--- src/hdl/sha512_pkg.sv ---
`timescale 1ns / 1ps
// ----------------------------------------------------------------------------
// SHA-512 shared definitions
// Round constants, initial hash values, the controller/datapath command and
// status types, and the small word functions of the compression round.
// ----------------------------------------------------------------------------
package sha512_pkg;

	localparam int unsigned ROUNDS  = 80;
	localparam int unsigned ROUND_W = $clog2(ROUNDS);
	localparam int unsigned WIN_LEN = 16;
	localparam int unsigned HASH_N  = 8;
	localparam int unsigned OIDX_W  = $clog2(HASH_N);
	localparam int unsigned FILL_W  = $clog2(WIN_LEN);

	typedef logic [63:0] word_t;

	localparam word_t PAD_WORD = 64'h8000_0000_0000_0000;
	localparam logic [7:0] PAD_BYTE = 8'h80;
	localparam logic [3:0] FULL_BYTES = 4'd8;

	localparam word_t ROUND_K [ROUNDS] = '{
		64'h428a2f98d728ae22, 64'h7137449123ef65cd, 64'hb5c0fbcfec4d3b2f, 64'he9b5dba58189dbbc,
		64'h3956c25bf348b538, 64'h59f111f1b605d019, 64'h923f82a4af194f9b, 64'hab1c5ed5da6d8118,
		64'hd807aa98a3030242, 64'h12835b0145706fbe, 64'h243185be4ee4b28c, 64'h550c7dc3d5ffb4e2,
		64'h72be5d74f27b896f, 64'h80deb1fe3b1696b1, 64'h9bdc06a725c71235, 64'hc19bf174cf692694,
		64'he49b69c19ef14ad2, 64'hefbe4786384f25e3, 64'h0fc19dc68b8cd5b5, 64'h240ca1cc77ac9c65,
		64'h2de92c6f592b0275, 64'h4a7484aa6ea6e483, 64'h5cb0a9dcbd41fbd4, 64'h76f988da831153b5,
		64'h983e5152ee66dfab, 64'ha831c66d2db43210, 64'hb00327c898fb213f, 64'hbf597fc7beef0ee4,
		64'hc6e00bf33da88fc2, 64'hd5a79147930aa725, 64'h06ca6351e003826f, 64'h142929670a0e6e70,
		64'h27b70a8546d22ffc, 64'h2e1b21385c26c926, 64'h4d2c6dfc5ac42aed, 64'h53380d139d95b3df,
		64'h650a73548baf63de, 64'h766a0abb3c77b2a8, 64'h81c2c92e47edaee6, 64'h92722c851482353b,
		64'ha2bfe8a14cf10364, 64'ha81a664bbc423001, 64'hc24b8b70d0f89791, 64'hc76c51a30654be30,
		64'hd192e819d6ef5218, 64'hd69906245565a910, 64'hf40e35855771202a, 64'h106aa07032bbd1b8,
		64'h19a4c116b8d2d0c8, 64'h1e376c085141ab53, 64'h2748774cdf8eeb99, 64'h34b0bcb5e19b48a8,
		64'h391c0cb3c5c95a63, 64'h4ed8aa4ae3418acb, 64'h5b9cca4f7763e373, 64'h682e6ff3d6b2b8a3,
		64'h748f82ee5defb2fc, 64'h78a5636f43172f60, 64'h84c87814a1f0ab72, 64'h8cc702081a6439ec,
		64'h90befffa23631e28, 64'ha4506cebde82bde9, 64'hbef9a3f7b2c67915, 64'hc67178f2e372532b,
		64'hca273eceea26619c, 64'hd186b8c721c0c207, 64'heada7dd6cde0eb1e, 64'hf57d4f7fee6ed178,
		64'h06f067aa72176fba, 64'h0a637dc5a2c898a6, 64'h113f9804bef90dae, 64'h1b710b35131c471b,
		64'h28db77f523047d84, 64'h32caab7b40c72493, 64'h3c9ebe0a15c9bebc, 64'h431d67c49c100d4c,
		64'h4cc5d4becb3e42b6, 64'h597f299cfc657e2a, 64'h5fcb6fab3ad6faec, 64'h6c44198c4a475817
	};

	localparam word_t INIT_HASH [HASH_N] = '{
		64'h6a09e667f3bcc908, 64'hbb67ae8584caa73b, 64'h3c6ef372fe94f82b, 64'ha54ff53a5f1d36f1,
		64'h510e527fade682d1, 64'h9b05688c2b3e6c1f, 64'h1f83d9abfb41bd6b, 64'h5be0cd19137e2179
	};

	// Source of the word shifted into the message window.
	typedef enum logic [2:0] {
		PUSH_DATA,
		PUSH_PAD,
		PUSH_ZERO,
		PUSH_LENHI,
		PUSH_LENLO
	} push_sel_t;

	// Controller to datapath.
	typedef struct packed {
		logic                push_en;
		push_sel_t           push_sel;
		logic                count_en;
		logic                round_en;
		logic [ROUND_W-1:0]  round_idx;
		logic                fold_en;
		logic                chain_reset;
		logic [OIDX_W-1:0]   out_idx;
	} cmd_t;

	// Datapath to controller.
	typedef struct packed {
		logic fill_last;
		logic fill_14;
		logic fill_zero;
	} stat_t;

	function automatic word_t rotr(input word_t x, input int unsigned n);
		rotr = (x >> n) | (x << (64 - n));
	endfunction

	function automatic word_t big_sigma0(input word_t x);
		big_sigma0 = rotr(x, 28) ^ rotr(x, 34) ^ rotr(x, 39);
	endfunction

	function automatic word_t big_sigma1(input word_t x);
		big_sigma1 = rotr(x, 14) ^ rotr(x, 18) ^ rotr(x, 41);
	endfunction

	function automatic word_t small_sigma0(input word_t x);
		small_sigma0 = rotr(x, 1) ^ rotr(x, 8) ^ (x >> 7);
	endfunction

	function automatic word_t small_sigma1(input word_t x);
		small_sigma1 = rotr(x, 19) ^ rotr(x, 61) ^ (x >> 6);
	endfunction

	// Keeps the leading nb bytes, places the pad byte right after them and
	// clears the rest. With nb equal to eight the word passes unchanged.
	function automatic word_t pad_last_word(input word_t data, input logic [3:0] nb);
		word_t res;
		res = '0;
		for (int b = 0; b < 8; b++) begin
			if (4'(b) < nb) begin
				res[63-8*b -: 8] = data[63-8*b -: 8];
			end else if (4'(b) == nb) begin
				res[63-8*b -: 8] = PAD_BYTE;
			end
		end
		pad_last_word = res;
	endfunction

endpackage

--- src/hdl/sha512_ctrl.sv ---
`timescale 1ns / 1ps
// ----------------------------------------------------------------------------
// SHA-512 controller
// Sequences word pushes, padding, length words, the 80 rounds, the chain
// update and the eight digest transactions.
// ----------------------------------------------------------------------------
module sha512_ctrl (
	input  logic               clk,
	input  logic               arst_n,
	input  logic               in_valid,
	input  logic [3:0]         valid_bytes,
	input  logic               last_word,
	output logic               in_ready,
	output logic               out_valid,
	output logic               out_last,
	input  logic               out_ready,
	input  sha512_pkg::stat_t  stat,
	output sha512_pkg::cmd_t   cmd
);

	typedef enum logic [4:0] {
		ST_IDLE = 5'b00001,
		ST_FIN  = 5'b00010,
		ST_COMP = 5'b00100,
		ST_FOLD = 5'b01000,
		ST_OUT  = 5'b10000
	} state_t;

	state_t state_q, state_d;
	logic   fin_q, fin_d;
	logic   pad_q, pad_d;
	logic   lenhi_q, lenhi_d;
	logic   lenlo_q, lenlo_d;
	logic [sha512_pkg::ROUND_W-1:0] round_q, round_d;
	logic [sha512_pkg::OIDX_W-1:0]  oidx_q, oidx_d;

	assign in_ready  = (state_q == ST_IDLE);
	assign out_valid = (state_q == ST_OUT);
	assign out_last  = (oidx_q == sha512_pkg::OIDX_W'(sha512_pkg::HASH_N - 1));

	// Next state and command decode.
	always_comb begin
		cmd           = '0;
		cmd.push_sel  = sha512_pkg::PUSH_DATA;
		cmd.round_idx = round_q;
		cmd.out_idx   = oidx_q;
		state_d       = state_q;
		fin_d         = fin_q;
		pad_d         = pad_q;
		lenhi_d       = lenhi_q;
		lenlo_d       = lenlo_q;
		round_d       = round_q;
		oidx_d        = oidx_q;
		case (state_q)
			ST_IDLE: begin
				if (in_valid) begin
					cmd.push_en  = 1'b1;
					cmd.count_en = 1'b1;
					if (last_word) begin
						fin_d   = 1'b1;
						pad_d   = (valid_bytes >= sha512_pkg::FULL_BYTES);
						lenhi_d = 1'b0;
						lenlo_d = 1'b0;
					end
					if (stat.fill_last) begin
						state_d = ST_COMP;
					end else if (last_word) begin
						state_d = ST_FIN;
					end
				end
			end
			ST_FIN: begin
				// Pad word when the last word was full, zero fill, then the two length words.
				cmd.push_en = 1'b1;
				if (pad_q) begin
					cmd.push_sel = sha512_pkg::PUSH_PAD;
					pad_d        = 1'b0;
				end else if (stat.fill_last && lenhi_q) begin
					cmd.push_sel = sha512_pkg::PUSH_LENLO;
					lenlo_d      = 1'b1;
				end else if (stat.fill_14 && !lenhi_q) begin
					cmd.push_sel = sha512_pkg::PUSH_LENHI;
					lenhi_d      = 1'b1;
				end else begin
					cmd.push_sel = sha512_pkg::PUSH_ZERO;
				end
				if (stat.fill_last) begin
					state_d = ST_COMP;
				end
			end
			ST_COMP: begin
				cmd.round_en = 1'b1;
				if (round_q == sha512_pkg::ROUND_W'(sha512_pkg::ROUNDS - 1)) begin
					round_d = '0;
					state_d = ST_FOLD;
				end else begin
					round_d = round_q + 1'b1;
				end
			end
			ST_FOLD: begin
				cmd.fold_en = 1'b1;
				if (!fin_q) begin
					state_d = ST_IDLE;
				end else if (lenlo_q) begin
					state_d = ST_OUT;
				end else begin
					state_d = ST_FIN;
				end
			end
			ST_OUT: begin
				if (out_ready) begin
					oidx_d = oidx_q + 1'b1;
					if (out_last) begin
						cmd.chain_reset = 1'b1;
						fin_d           = 1'b0;
						state_d         = ST_IDLE;
					end
				end
			end
			default: begin
				state_d = ST_IDLE;
			end
		endcase
	end

	// Control registers.
	always_ff @(posedge clk or negedge arst_n) begin
		if (!arst_n) begin
			state_q <= ST_IDLE;
			fin_q   <= 1'b0;
			pad_q   <= 1'b0;
			lenhi_q <= 1'b0;
			lenlo_q <= 1'b0;
			round_q <= '0;
			oidx_q  <= '0;
		end else begin
			state_q <= state_d;
			fin_q   <= fin_d;
			pad_q   <= pad_d;
			lenhi_q <= lenhi_d;
			lenlo_q <= lenlo_d;
			round_q <= round_d;
			oidx_q  <= oidx_d;
		end
	end

endmodule

--- config.mk ---
export PLATFORM = sky130hd
export DESIGN_NAME = sha512_ctrl
export DESIGN_NICKNAME = d
export VERILOG_FILES = /design/src/hdl/sha512_pkg.sv /design/src/hdl/sha512_ctrl.sv
export SDC_FILE = /design/constraint.sdc
export NUM_CORES = 1
export LEC_CHECK = 0
export ABC_AREA = 1
export BUFFER_PORTS_ARGS = -buffer_cell sky130_fd_sc_hd__clkbuf_2
export CAP_MARGIN = 40
export CORE_MARGIN = 2
export CORE_UTILIZATION = 55
export DETAILED_ROUTE_END_ITERATION = 10
export PLACE_DENSITY = 0.79
export SETUP_SLACK_MARGIN = 0.5
export SLEW_MARGIN = 20
export SYNTH_ARGS = -nofsm -noshare
export SYNTH_HDL_FRONTEND = slang
export SYNTH_SLANG_ARGS = --single-unit
--- constraint.sdc ---
create_clock -name clk -period 3.99 [get_ports clk]
set_input_delay 0.5985 -clock clk [delete_from_list [all_inputs] [get_ports clk]]
set_output_delay 0.5985 -clock clk [all_outputs]
set_load 0.005 [all_outputs]
[Yosys cells after proc, flatten, opt, wreduce, memory -nomap -nowiden]
Cells that the tools add are included.
Cells by class
  reductions and logical operators: 11
  $lt $le $gt $ge: 1
  add/subtract/negate cells: 2
  equal/unequal tests: 18
  multiplexer cells: 40
Operator list (number)
  5-bit two-way mux: 9
  5-bit case mux with 5 select lines: 1
  1-bit two-way mux: 21
  2-bit != test (second input constant): 8
  6-bit AND reduction: 2
  1-bit case mux with 2 select lines: 5
  5-bit AND reduction: 2
  3-bit two-way mux: 3
  7-bit by 1-bit adder with 7-bit output (second input constant): 1
  7-bit == test (second input constant): 1
  7-bit two-way mux: 1
  5-bit by 1-bit == test with 1-bit output (second input constant): 1
  5-bit by 2-bit == test with 1-bit output (second input constant): 1
  5-bit by 3-bit == test with 1-bit output (second input constant): 1
  5-bit by 4-bit == test with 1-bit output (second input constant): 1
  5-bit == test (second input constant): 1
  4-bit greater-or-equal comparator (second input constant): 1
  2-bit by 1-bit != test with 1-bit output (second input constant): 2
  2-bit nonzero test: 2
  3-bit by 1-bit adder with 3-bit output (second input constant): 1
  3-bit == test (second input constant): 1
  3-bit by 2-bit != test with 1-bit output (second input constant): 1
  3-bit AND reduction: 1
  1-bit logical AND: 2
  2 further kinds: 2
Storage, ports and cells
  output and inout bits: 21
  register bits: 19
  bits of input ports: 12
  word-level logic and storage cells: 79

[Depth between registers and ports, before layout]
  word-level depth: 6
  depth in mapped cells: 8
  depth with buffers taken out: 8

[Worst setup path after synthesis]
OpenSTA, ideal clock, no wires.
  path type: register to output
  start: register state_q[0]
  end: output port cmd[16] (netlist name)
  data required time: 3.391 ns
  arrival: 1.127 ns
  path buffers: 0
  stages on the path, launching flop included: 7
  slack: 2.265 ns
  path through: dfstp_2 > inv_2 > nor2_1 > nand3_1 > nand2_2 > nand4_1 > inv_1
RTL lines
  start, declared: RTL line sha512_ctrl.sv:29  | state_t state_q, state_d;
  start signal, assigned: RTL line sha512_ctrl.sv:137  | state_q <= state_d;
  end, declared: RTL line sha512_ctrl.sv:18  | output sha512_pkg::cmd_t cmd

==> qor.yml <==
outcome: "finished, final reports clean"
ctsResizeCount: 0
nNetsFinal: 197
syn_to_final_growth_pct: 17.2
ant_nets: 0
crit_family: "simple AND/OR/NAND/NOR gates"
via_per_inst: 5.31
synthTopCellsByArea: "dfrtp_1 (38%), nand2_1 (11%), inv_1 (5.7%), nand3_1 (5.1%), nor2_1 (4.8%)"
hold_class: "input pin to asynchronous set/reset pin"
tns_ps: 0
cts_tree: "built"
rr_startpoint: "oidx_q[0]"
crit_fanout: 7
fmax_mhz: 435
cap_violations: 0
rows: 16
power.leakage_nw: 0.779
setup_slack_ps: 1690
dpl_cell_area_mm2: 0.00136
r2r-end: "state_q[2]"
cts_setup_buffers: 0
grt_antenna_before_repair: 0
place_ws_ps: 2040
vias: 1105
critPathLaunchType: "flip-flop"
critPathArrivalTime_ps: 1700
r2r_slack_ps: 2510
clk_pin_slew_ps: 110
clock_sinks: 19
routabilityCongestion: 0.941
htreeDepth: 1
start_util_pct: 59.1
timing_hold_violations_final: 0
skew_ps: 6.68
worstMarginPinSlew_ps: 485
die_h_um: 50.4
slew_headroom_pct: 67.7
synth_edf_count: 0
insertion_delay_ps: 300
grt_pass1_wl_mm: 4.56
portBuffers: 28
ys_ff_latch: 19
synthCells: 149
synth-main-ff-cell: "dfrtp_1"
finalWirelength_mm: 2.64
synth.distinct_cells: 27
reg2reg_depth: 8
cp_num_buf_inv: 2
post-route-drc-count: 0
clk_path_buf_depth: 2
ioPinCount: 33
grt_overflow: 0
grt_usage_pct: 23.5
worstSetupPathType: "flip-flop to output port"
synth_top_area_share_pct: 38.1
report.final.slew_viol_count: 0
yosysMostFrequentCell: "nand2_1"
rsz0062_at_grt: "false"
first_iter_violations: 30
power_density_mw_per_mm2: 549
synth_nets: 164
antenna_cells: 0
ys_warn_count: 0
grt_pass1_vias: 1055
root_buffer: "clkbuf_4"
crit_chain: "nor2_4 > nand2_1 > nor2_2 > o21ai_1 > nand4_1 > inv_1 > clkbuf_2"
grt_max_degree: 20
avgSynthCellArea_um2: 7.94
crit_path_max_incr_delay_ps: 450
numCtsBuffers: 3
end_kind: "output port"
period_share_pct: 57.6
required_ps: 3390
drive_gt1_share_pct: 29.3
finalSetupViolCount: 0
cp_slowest_cell: "dfrtp_1"
fin_crit_ps: 2300
ir_drop_v: 0.000356
ys_async_sr_fraction_pct: 100
ys_seq_area_share_pct: 40.3
synthTopCellsByCount: "nand2_1 (34), dfrtp_1 (18), inv_1 (18)"
synth_area_mm2: 0.00118
die_w_um: 50.4
yosys.area.top_type: "dfrtp_1"
hpwl_mm: 2.10
cts_hold_buf: 0
core_mm2: 0.00200
wl_per_cell_um: 12.7
dr.pass1.iters: 5
fin_area_mm2: 0.00139
die_area_mm2: 0.00254
[state kept, by name, summed over array words and instances, names as in the netlist]
name and count:
lenhi_q 1, fin_q 1, round_q 7, state_q 5, pad_q 1, oidx_q 3, lenlo_q 1
[cell usage in the layout, fill, tap and decap left out, drive strengths merged]
cell type	count
a21oi	5
and3	2
clkbuf	31
clkinvlp	1
dfrtp	18
dfstp	1
ha	3
inv	20
nand2	40
nand3	14
nand4	6
nor2	22
nor3	4
o21ai	6
o21bai	1
o22ai	2
o31ai	1
xnor2	3
xor2	1
[area by class of cell]
cell class,count,area [um^2]
multi-input combinational,110,632
fill,188,614
sequential,19,477
timing repair buffer,28,140
inverter,20,75.1
tap,27,33.8
clock buffer,3,22.5
clock inverter,1,7.51
[report_power, final]
group          internal, W  leakage, nW  total (W)  switching (W)
Sequential        0.000238        0.249   0.000289      0.0000506
Combinational     0.000135        0.516   0.000373       0.000238
Clock            0.0000382       0.0139   0.000100      0.0000618
Total             0.000411        0.779   0.000761       0.000350
[metrics by stage]
| stage | util (%) | cells | hold slack [ps] | power [W] |
|---|---|---|---|---|
| 6_report | 69.3 | 208 | 230 | 0.000761 |
| 5_1_grt | 69.3 | 208 | 254 | 0.000826 |
| 4_1_cts | 69.3 | 208 | 228 | 0.000763 |
| 3_5_place_dp | 67.8 | 204 | 470 | 0.000664 |
| 3_3_place_gp | 67.8 | 204 | 460 | 0.000648 |
| 2_1_floorplan | - | 149 | 303 | 0.000558 |
[layer usage]
layer	share of wire, %	track usage [%]	vias to the layer above
met5	0	0	-
met4	0.87	3.60	0
met3	4.7	5.95	4
met2	49	39.7	25
met1	45	31.1	524
li1	-	-	552
[how the worst max path moves through the flow]
stage / start / endpoint / slack (ps) / depth (start not counted)
finish: state_q[2] / cmd[16] / 1690 / 7
global route: state_q[0] / cmd[16] / 1550 / 7
CTS: state_q[0] / cmd[16] / 1710 / 7
detailed placement: state_q[0] / cmd[16] / 2040 / 7
global placement: state_q[0] / cmd[16] / 2070 / 7
floorplan: state_q[0] / cmd[16] / 2260 / 6
[cell families (layout without fill, tap and decap cells)]
logic type               count (synthesis)  in the layout  share of synthesized area (%)
AO/OA/AOI/OAI                           15             15                           7.29
XOR/XNOR                                 4              4                           2.96
adder cells (fa/ha/maj)                  3              3                           3.17
buffers and inverters                   20             52                           6.34
flip-flops                              19             19                           40.3
AND/OR/NAND/NOR                         88             88                           40.0
Note: power is estimated with default switching activity, not from simulation.
